<file path="src/sv/fqd_pkg.sv">
// types, command codes and controller/datapath interface structs for the queue
`timescale 1ns / 1ps
`default_nettype none
package fqd_pkg;

    localparam int HANDLE_W = 32;
    localparam int LEN_W    = 5;

    localparam logic [1:0] CMD_ENQUEUE = 2'd0;
    localparam logic [1:0] CMD_DEQUEUE = 2'd1;
    localparam logic [1:0] CMD_DELETE  = 2'd2;

    localparam logic STATUS_OK   = 1'b0;
    localparam logic STATUS_FAIL = 1'b1;

    typedef struct packed {
        logic [1:0]          command;
        logic [HANDLE_W-1:0] handle;
    } in_item_t;

    typedef struct packed {
        logic                status;
        logic [HANDLE_W-1:0] removed_handle;
        logic [LEN_W-1:0]    length;
    } out_item_t;

    typedef enum logic [2:0] {
        ST_IDLE,
        ST_DECODE,
        ST_DEQ_OUT,
        ST_SCAN_WAIT,
        ST_SCAN_CMP,
        ST_SHIFT_RD,
        ST_SHIFT_WR
    } state_t;

    // controller to datapath
    typedef struct packed {
        logic load;          // capture the input transfer, clear the walk offset
        logic rd_ahead;      // read one entry past the walk offset
        logic mem_wr;
        logic wr_tail;       // write the new handle at the tail, else shift down
        logic off_inc;
        logic cnt_inc;
        logic cnt_dec;
        logic head_adv;
        logic push;          // load the result register
        logic push_fail;
        logic push_removed;  // result carries the read entry as removed handle
    } ctrl_cmd_t;

    // datapath to controller
    typedef struct packed {
        logic [1:0] command;
        logic       handle_zero;
        logic       empty;
        logic       full;
        logic       match;
        logic       last;
        logic       out_free;
    } dp_status_t;

endpackage
`default_nettype wire

</file>
<file path="src/sv/fqd_ctrl.sv">
// sequencing state machine for enqueue, dequeue and delete-with-compaction
`timescale 1ns / 1ps
`default_nettype none
module fqd_ctrl (
    input  wire logic               aclk,
    input  wire logic               aresetn,
    input  wire logic               s_valid,
    output logic                    s_ready,
    input  wire fqd_pkg::dp_status_t stat,
    output fqd_pkg::ctrl_cmd_t      cmd
);

    fqd_pkg::state_t state_reg;
    fqd_pkg::state_t state_next;

    always_ff @(posedge aclk) begin
        if (!aresetn) begin
            state_reg <= fqd_pkg::ST_IDLE;
        end else begin
            state_reg <= state_next;
        end
    end

    always_comb begin
        state_next = state_reg;
        cmd        = '0;
        s_ready    = 1'b0;
        case (state_reg)
            fqd_pkg::ST_IDLE: begin
                s_ready = 1'b1;
                if (s_valid) begin
                    cmd.load   = 1'b1;
                    state_next = fqd_pkg::ST_DECODE;
                end
            end
            fqd_pkg::ST_DECODE: begin
                case (stat.command)
                    fqd_pkg::CMD_ENQUEUE: begin
                        if (stat.out_free) begin
                            cmd.push = 1'b1;
                            if (!stat.handle_zero && !stat.full) begin
                                cmd.mem_wr  = 1'b1;
                                cmd.wr_tail = 1'b1;
                                cmd.cnt_inc = 1'b1;
                            end else begin
                                cmd.push_fail = 1'b1;
                            end
                            state_next = fqd_pkg::ST_IDLE;
                        end
                    end
                    fqd_pkg::CMD_DEQUEUE: begin
                        // head read is already in flight at offset zero
                        if (!stat.empty) begin
                            state_next = fqd_pkg::ST_DEQ_OUT;
                        end else if (stat.out_free) begin
                            cmd.push      = 1'b1;
                            cmd.push_fail = 1'b1;
                            state_next    = fqd_pkg::ST_IDLE;
                        end
                    end
                    fqd_pkg::CMD_DELETE: begin
                        if (!stat.handle_zero && !stat.empty) begin
                            state_next = fqd_pkg::ST_SCAN_CMP;
                        end else if (stat.out_free) begin
                            cmd.push      = 1'b1;
                            cmd.push_fail = 1'b1;
                            state_next    = fqd_pkg::ST_IDLE;
                        end
                    end
                    default: begin
                        if (stat.out_free) begin
                            cmd.push      = 1'b1;
                            cmd.push_fail = 1'b1;
                            state_next    = fqd_pkg::ST_IDLE;
                        end
                    end
                endcase
            end
            fqd_pkg::ST_DEQ_OUT: begin
                if (stat.out_free) begin
                    cmd.push         = 1'b1;
                    cmd.push_removed = 1'b1;
                    cmd.cnt_dec      = 1'b1;
                    cmd.head_adv     = 1'b1;
                    state_next       = fqd_pkg::ST_IDLE;
                end
            end
            fqd_pkg::ST_SCAN_CMP: begin
                if (stat.match) begin
                    state_next = fqd_pkg::ST_SHIFT_RD;
                end else if (stat.last) begin
                    if (stat.out_free) begin
                        cmd.push      = 1'b1;
                        cmd.push_fail = 1'b1;
                        state_next    = fqd_pkg::ST_IDLE;
                    end
                end else begin
                    cmd.off_inc = 1'b1;
                    state_next  = fqd_pkg::ST_SCAN_WAIT;
                end
            end
            fqd_pkg::ST_SCAN_WAIT: begin
                state_next = fqd_pkg::ST_SCAN_CMP;
            end
            fqd_pkg::ST_SHIFT_RD: begin
                if (stat.last) begin
                    if (stat.out_free) begin
                        cmd.push    = 1'b1;
                        cmd.cnt_dec = 1'b1;
                        state_next  = fqd_pkg::ST_IDLE;
                    end
                end else begin
                    cmd.rd_ahead = 1'b1;
                    state_next   = fqd_pkg::ST_SHIFT_WR;
                end
            end
            fqd_pkg::ST_SHIFT_WR: begin
                // successor entry is in the read register, move it down one slot
                cmd.rd_ahead = 1'b1;
                cmd.mem_wr   = 1'b1;
                cmd.off_inc  = 1'b1;
                state_next   = fqd_pkg::ST_SHIFT_RD;
            end
            default: begin
                state_next = fqd_pkg::ST_IDLE;
            end
        endcase
    end

    property p_push_has_room;
        @(posedge aclk) disable iff (!aresetn) cmd.push |-> stat.out_free;
    endproperty
    a_push_has_room: assert property (p_push_has_room)
        else $error("result pushed while the result register is still full");

    property p_load_from_idle;
        @(posedge aclk) disable iff (!aresetn) cmd.load |=> state_reg == fqd_pkg::ST_DECODE;
    endproperty
    a_load_from_idle: assert property (p_load_from_idle)
        else $error("captured transfer not followed by decode");

    property p_shift_write_after_read;
        @(posedge aclk) disable iff (!aresetn)
            state_reg == fqd_pkg::ST_SHIFT_WR |-> $past(state_reg) == fqd_pkg::ST_SHIFT_RD;
    endproperty
    a_shift_write_after_read: assert property (p_shift_write_after_read)
        else $error("shift write without a preceding read");

endmodule
`default_nettype wire

</file>
<file path="src/sv/fqd_datapath.sv">
// entry memory, count/head registers, walk offset and result register
`timescale 1ns / 1ps
`default_nettype none
module fqd_datapath #(
    parameter int DEPTH        = 16,
    parameter int HANDLE_WIDTH = 32
) (
    input  wire logic                aclk,
    input  wire logic                aresetn,
    input  wire fqd_pkg::in_item_t   s_payload,
    output logic                     m_valid,
    input  wire logic                m_ready,
    output fqd_pkg::out_item_t       m_payload,
    input  wire fqd_pkg::ctrl_cmd_t  cmd,
    output fqd_pkg::dp_status_t      stat
);

    localparam int AW = (DEPTH > 1) ? $clog2(DEPTH) : 1;
    localparam int CW = $clog2(DEPTH + 1);
    localparam int SW = CW + 2;

    logic [HANDLE_WIDTH-1:0] entry_mem_reg [DEPTH];
    logic [HANDLE_WIDTH-1:0] rd_data_reg;

    logic [1:0]              command_reg;
    logic [HANDLE_WIDTH-1:0] handle_reg;
    logic [CW-1:0]           off_reg;
    logic [CW-1:0]           count_reg;
    logic [CW-1:0]           count_next;
    logic [AW-1:0]           head_reg;
    logic [AW-1:0]           head_next;

    logic                    out_valid_reg;
    fqd_pkg::out_item_t      out_item_reg;

    logic [AW-1:0]           rd_addr;
    logic [AW-1:0]           wr_addr;
    logic [CW:0]             rd_off;
    logic                    out_free;

    // circular position of an offset from head, sum stays below twice the depth
    function automatic logic [AW-1:0] slot_of(input logic [AW-1:0] head,
                                              input logic [CW:0]   ofs);
        logic [SW-1:0] sum;
        sum = SW'(head) + SW'(ofs);
        if (sum >= SW'(DEPTH)) begin
            sum = sum - SW'(DEPTH);
        end
        return sum[AW-1:0];
    endfunction

    assign rd_off  = (CW+1)'(off_reg) + (CW+1)'(cmd.rd_ahead);
    assign rd_addr = slot_of(head_reg, rd_off);
    assign wr_addr = cmd.wr_tail ? slot_of(head_reg, (CW+1)'(count_reg))
                                 : slot_of(head_reg, (CW+1)'(off_reg));

    always_ff @(posedge aclk) begin
        if (cmd.mem_wr) begin
            entry_mem_reg[wr_addr] <= cmd.wr_tail ? handle_reg : rd_data_reg;
        end
        rd_data_reg <= entry_mem_reg[rd_addr];
    end

    always_comb begin
        count_next = count_reg;
        if (cmd.cnt_inc) begin
            count_next = count_reg + CW'(1);
        end else if (cmd.cnt_dec) begin
            count_next = count_reg - CW'(1);
        end
        head_next = head_reg;
        if (cmd.head_adv) begin
            head_next = slot_of(head_reg, (CW+1)'(1));
        end
    end

    assign out_free = !out_valid_reg || m_ready;

    always_ff @(posedge aclk) begin
        if (!aresetn) begin
            count_reg     <= '0;
            head_reg      <= '0;
            out_valid_reg <= 1'b0;
        end else begin
            count_reg <= count_next;
            head_reg  <= head_next;
            if (cmd.push) begin
                out_valid_reg <= 1'b1;
            end else if (m_ready) begin
                out_valid_reg <= 1'b0;
            end
        end
    end

    always_ff @(posedge aclk) begin
        if (cmd.load) begin
            command_reg <= s_payload.command;
            handle_reg  <= HANDLE_WIDTH'(s_payload.handle);
            off_reg     <= '0;
        end else if (cmd.off_inc) begin
            off_reg <= off_reg + CW'(1);
        end
        if (cmd.push) begin
            out_item_reg.status         <= cmd.push_fail ? fqd_pkg::STATUS_FAIL
                                                         : fqd_pkg::STATUS_OK;
            out_item_reg.removed_handle <= cmd.push_removed
                                         ? fqd_pkg::HANDLE_W'(rd_data_reg) : '0;
            out_item_reg.length         <= fqd_pkg::LEN_W'(count_next);
        end
    end

    assign m_valid   = out_valid_reg;
    assign m_payload = out_item_reg;

    always_comb begin
        stat             = '0;
        stat.command     = command_reg;
        stat.handle_zero = (handle_reg == '0);
        stat.empty       = (count_reg == '0);
        stat.full        = (count_reg == CW'(DEPTH));
        stat.match       = (rd_data_reg == handle_reg);
        stat.last        = ((CW+1)'(off_reg) + (CW+1)'(1) >= (CW+1)'(count_reg));
        stat.out_free    = out_free;
    end

    property p_count_bounded;
        @(posedge aclk) disable iff (!aresetn) count_reg <= CW'(DEPTH);
    endproperty
    a_count_bounded: assert property (p_count_bounded)
        else $error("entry count above depth");

    property p_inc_dec_exclusive;
        @(posedge aclk) disable iff (!aresetn) !(cmd.cnt_inc && cmd.cnt_dec);
    endproperty
    a_inc_dec_exclusive: assert property (p_inc_dec_exclusive)
        else $error("count incremented and decremented together");

    property p_tail_write_not_full;
        @(posedge aclk) disable iff (!aresetn)
            (cmd.mem_wr && cmd.wr_tail) |-> (count_reg != CW'(DEPTH) && handle_reg != '0);
    endproperty
    a_tail_write_not_full: assert property (p_tail_write_not_full)
        else $error("tail write into a full queue or with a null handle");

    property p_dequeue_not_empty;
        @(posedge aclk) disable iff (!aresetn) cmd.head_adv |-> count_reg != '0;
    endproperty
    a_dequeue_not_empty: assert property (p_dequeue_not_empty)
        else $error("head advanced on an empty queue");

endmodule
`default_nettype wire

</file>
<file path="src/sv/fifo_queue_with_delete.sv">
// top level of the ordered handle queue with delete-by-value
//
//   channel   valid     ready     payload
//   input     s_valid   s_ready   s_payload  (command, handle)
//   result    m_valid   m_ready   m_payload  (status, removed_handle, length)
//
// enqueue, an unused command and a null or empty-queue delete pass through decode
// alone; dequeue also passes through the output state unless the queue is empty
// delete walks the entry memory from the head, comparing entry after entry, and on a
// match moves every later entry down one slot with a read and a write step each
// synchronous active-low reset clears count, head and result valid; no memory clear
// input is taken while the previous result still waits; the walk stalls on its
// final transfer until the result register is free
`timescale 1ns / 1ps
`default_nettype none
module fifo_queue_with_delete #(
    parameter int DEPTH        = 16,
    parameter int HANDLE_WIDTH = 32
) (
    input  wire logic               aclk,
    input  wire logic               aresetn,
    input  wire logic               s_valid,
    output logic                    s_ready,
    input  wire fqd_pkg::in_item_t  s_payload,
    output logic                    m_valid,
    input  wire logic               m_ready,
    output fqd_pkg::out_item_t      m_payload
);

    fqd_pkg::ctrl_cmd_t  cmd;
    fqd_pkg::dp_status_t stat;

    fqd_ctrl u_ctrl (
        .aclk    (aclk),
        .aresetn (aresetn),
        .s_valid (s_valid),
        .s_ready (s_ready),
        .stat    (stat),
        .cmd     (cmd)
    );

    fqd_datapath #(
        .DEPTH        (DEPTH),
        .HANDLE_WIDTH (HANDLE_WIDTH)
    ) u_datapath (
        .aclk      (aclk),
        .aresetn   (aresetn),
        .s_payload (s_payload),
        .m_valid   (m_valid),
        .m_ready   (m_ready),
        .m_payload (m_payload),
        .cmd       (cmd),
        .stat      (stat)
    );

endmodule
`default_nettype wire

</file>
<file path="config.mk">
export PLATFORM = sky130hd
export DESIGN_NAME = fifo_queue_with_delete
export DESIGN_NICKNAME = d
export VERILOG_FILES = /design/src/sv/fqd_pkg.sv /design/src/sv/fqd_ctrl.sv /design/src/sv/fqd_datapath.sv /design/src/sv/fifo_queue_with_delete.sv
export SDC_FILE = /design/constraint.sdc
export NUM_CORES = 1
export LEC_CHECK = 0
export ABC_AREA = 1
export BUFFER_PORTS_ARGS = -buffer_cell sky130_fd_sc_hd__buf_2
export CORE_MARGIN = 1.5
export CORE_UTILIZATION = 61
export CTS_CLUSTER_DIAMETER = 40
export DETAILED_ROUTE_END_ITERATION = 16
export PLACE_DENSITY = 0.78
export SKIP_LAST_GASP = 1
export SLEW_MARGIN = 0
export SYNTH_ARGS = -nofsm -noshare
export SYNTH_HDL_FRONTEND = slang
export SYNTH_SLANG_ARGS = --single-unit
</file>
<file path="constraint.sdc">
create_clock -name aclk -period 7.59 [get_ports aclk]
set_clock_uncertainty 0.05 [all_clocks]
set_input_delay 0.759 -clock aclk [delete_from_list [all_inputs] [get_ports aclk]]
set_output_delay 0.759 -clock aclk [all_outputs]
set_load 0.05 [all_outputs]
</file>
==> results.tsv <==
metric	value	unit
crit_family	simple AND/OR/NAND/NOR gates	
yosys.area.top_type_share	0.672	
rows	75	
yosys_most_used_dff	edfxtp_1	
worst_slew_pin_slew	1320	ps
post-place-ws	2520	ps
vdd.ir_drop.worst	0.248	mV
routedWlPerCell	21.5	um
antenna_found_initial	0	
slew_headroom	0.119	
synth_edf_count	584	
worstSetupStartpointType	flop	
async_reset_ff_frac	0	
clock_latency	610	ps
status	complete, no violations	
drv_slew	0	
leakage	11.4	nW
insertedDiodeCount	0	
drt_iter0_drc	1932	
clkPwrFrac	0.466	
die_w	210	um
overflow	0	
synthMostInstantiatedCell	edfxtp_1	
ant_nets	0	
die_y	210	um
combPwrFrac	0.027	
coreArea	0.0420	mm^2
dpl.hpwl	32100	um
p_int	6.02	mW
pin_count	78	
final_hold_viol_count	0	
dieArea	0.0440	mm^2
max_freq	194	MHz
whs	270	ps
cp.arrival	5310	ps
clkTransAtPathRegs	60	ps
area_growth	12.7	%
tritoncts	done	
p_switching	1.63	mW
drc	0	
grt_pass1_wl	89100	um
grt_max_degree	142	
final_core_util	0.700	
crit_chain	nor2_1 > nand2_1 > nor2_1 > nand4_1 > nand3_4 > inv_2 > o21ai_1 > inv_1 > ha_1 > nand3_1 > nand2_1 > xor2_1 > nand3b_1 > nand2_2 > inv_2 > nand2_1 > nor2_4	
cts_resized	0	
finalNetCount	2146	
setup_tns	0	ps
max_stage_delay	980	ps
fillCellCount	2729	
fin_crit	5160	ps
sw_frac_of_total	0.213	
largest_register_ffs	512	
route.vias.total	16100	
cts_sinks	634	
rsz0062_at_grt	false	
power.total	7.65	mW
synth_area_leaders	edfxtp_1 (67%), mux2i_1 (4.9%), o21ai_0 (3.9%)	
post_cts_buffers	0	
ys_seq_area_frac	0.710	
post-route-period-util	0.680	
setup_viol	0	
worstPathRequired	7740	ps
first_pass_iters	6	
finalWeightedCongestion	0.849	
ys_warn_count	0	
cp_num_buf_inv	3	
synth_seq_cells	634	
yosysTopAreaCell	edfxtp_1	
grt_usage	0.266	
cts_buffers	76	
timing.final.ws_setup	2430	ps
grt_pass1_vias	15900	
synth_area	0.0261	mm^2
end_kind	flop	
yosys-top-cells-count	edfxtp_1 (584), nand2_1 (206), inv_1 (205)	
seqPwrFrac	0.506	
start_util	0.621	
cts-root-buf	clkbuf_16	
synth_nets	2072	
synth_cells	2012	
synth_area_per_cell	13.0	um^2
layout-drive-gt1-share	0.123	
worstPathMaxFanout	32	
vias_per_cell	6.01	
worst_path_max_delay_cell	nor2_4	
ys_types	38	
cp_common_cell	nand2_1	
crit_type	flop to flop	
hp-class	input port to flop	
drv_cap	0	
port_buffers	77	
powerDensity	260	mW/mm^2
clk_path_buf_depth	3	
wl	57600	um
cts_hold_buf	0	
ctsHtreeMaxLevel	3	
-- metal layers --
layer	vias up	global-route usage	wire, um
met2	716	0.438	28500
met4	0	0.0896	1520
met3	121	0.0452	4190
li1	7380	-	-
met1	7913	0.364	23400
met5	-	0	0
-- cells by family (layout without fill, tap and decap cells) --
kind of cell | count (synthesis) | in the layout | share of synthesized area
compound gates | 514 | 514 | 0.107
mux | 128 | 128 | 0.0491
xor+xnor | 39 | 39 | 0.0137
fa+ha+maj | 22 | 22 | 0.0114
flops | 634 | 634 | 0.710
simple gates | 359 | 359 | 0.0563
buf+inv | 316 | 450 | 0.0529
-- worst reg2reg max path: cells and delay by family (launching register included) --
kind | cells | cell delay (ps)
AND/OR/NAND/NOR | 11 | 2990
AO/OA/AOI/OAI | 1 | 280
buffers and inverters | 3 | 500
XOR/XNOR | 1 | 200
adder cells (fa/ha/maj) | 1 | 280
flip-flops | 1 | 440
-- final timing paths --
| kind | startpoint | endpoint | slack [ps] | cells past startpoint |
|---|---|---|---|---|
| worst max-delay path | u_datapath.handle_reg[2] | u_datapath.entry_mem_reg[14][8] | 2430 | 17 |
| worst min-delay path | s_payload[5] | u_datapath.handle_reg[5] | 270 | 1 |
| worst max register to register | u_datapath.handle_reg[2] | u_datapath.entry_mem_reg[14][8] | 2430 | 17 |
| worst min register to register | u_datapath.off_reg[4] | u_datapath.off_reg[4] | 520 | 2 |
-- power by group through the flow --
stage | Combinational [mW] | Sequential [mW] | Clock [mW]
after CTS | 0.210 | 3.87 | 3.58
after global placement | 0.202 | 3.94 | 0
after floorplan | 0.0982 | 3.98 | 0
after detailed placement | 0.209 | 3.95 | 0
after global routing | 0.228 | 3.88 | 3.73
final | 0.209 | 3.87 | 3.57
-- per-stage QoR --
stage	area, um^2	std cells
floorplan	26100	2012
global placement	26900	2547
detailed placement	26900	2547
CTS	29400	2685
global route	29400	2685
finish	29400	2685
-- cell usage in the layout (no fill, tap or decap), types with 7 or more instances in the layout --
cell type   count
a21oi_1       176
a31oi_1        32
buf_2          77
buf_4          18
bufinv_16       7
clkbuf_16      77
clkinv_1       12
clkinv_2       10
clkinvlp_4     12
dfxtp_1        50
edfxtp_1      584
ha_1           19
inv_1         204
inv_2          10
inv_6          10
mux2i_1       128
nand2_1       204
nand2_2         7
nand3_1        32
nor2_1         84
nor2_4         17
o211ai_1       64
o21ai_0       199
o21ai_1        40
xnor2_1        27
xor2_1          9
-- cell type report --
class,instances,area (um^2),area share
clock buffer,83,1950,0.0663
sequential,634,18500,0.630
clock inverter,55,539,0.0183
multi-input combinational,1062,6340,0.216
timing repair buffer,97,561,0.0191
tap,539,674,0.0229
inverter,215,808,0.0275
No activity file was read; power rests on OpenSTA's default activity.
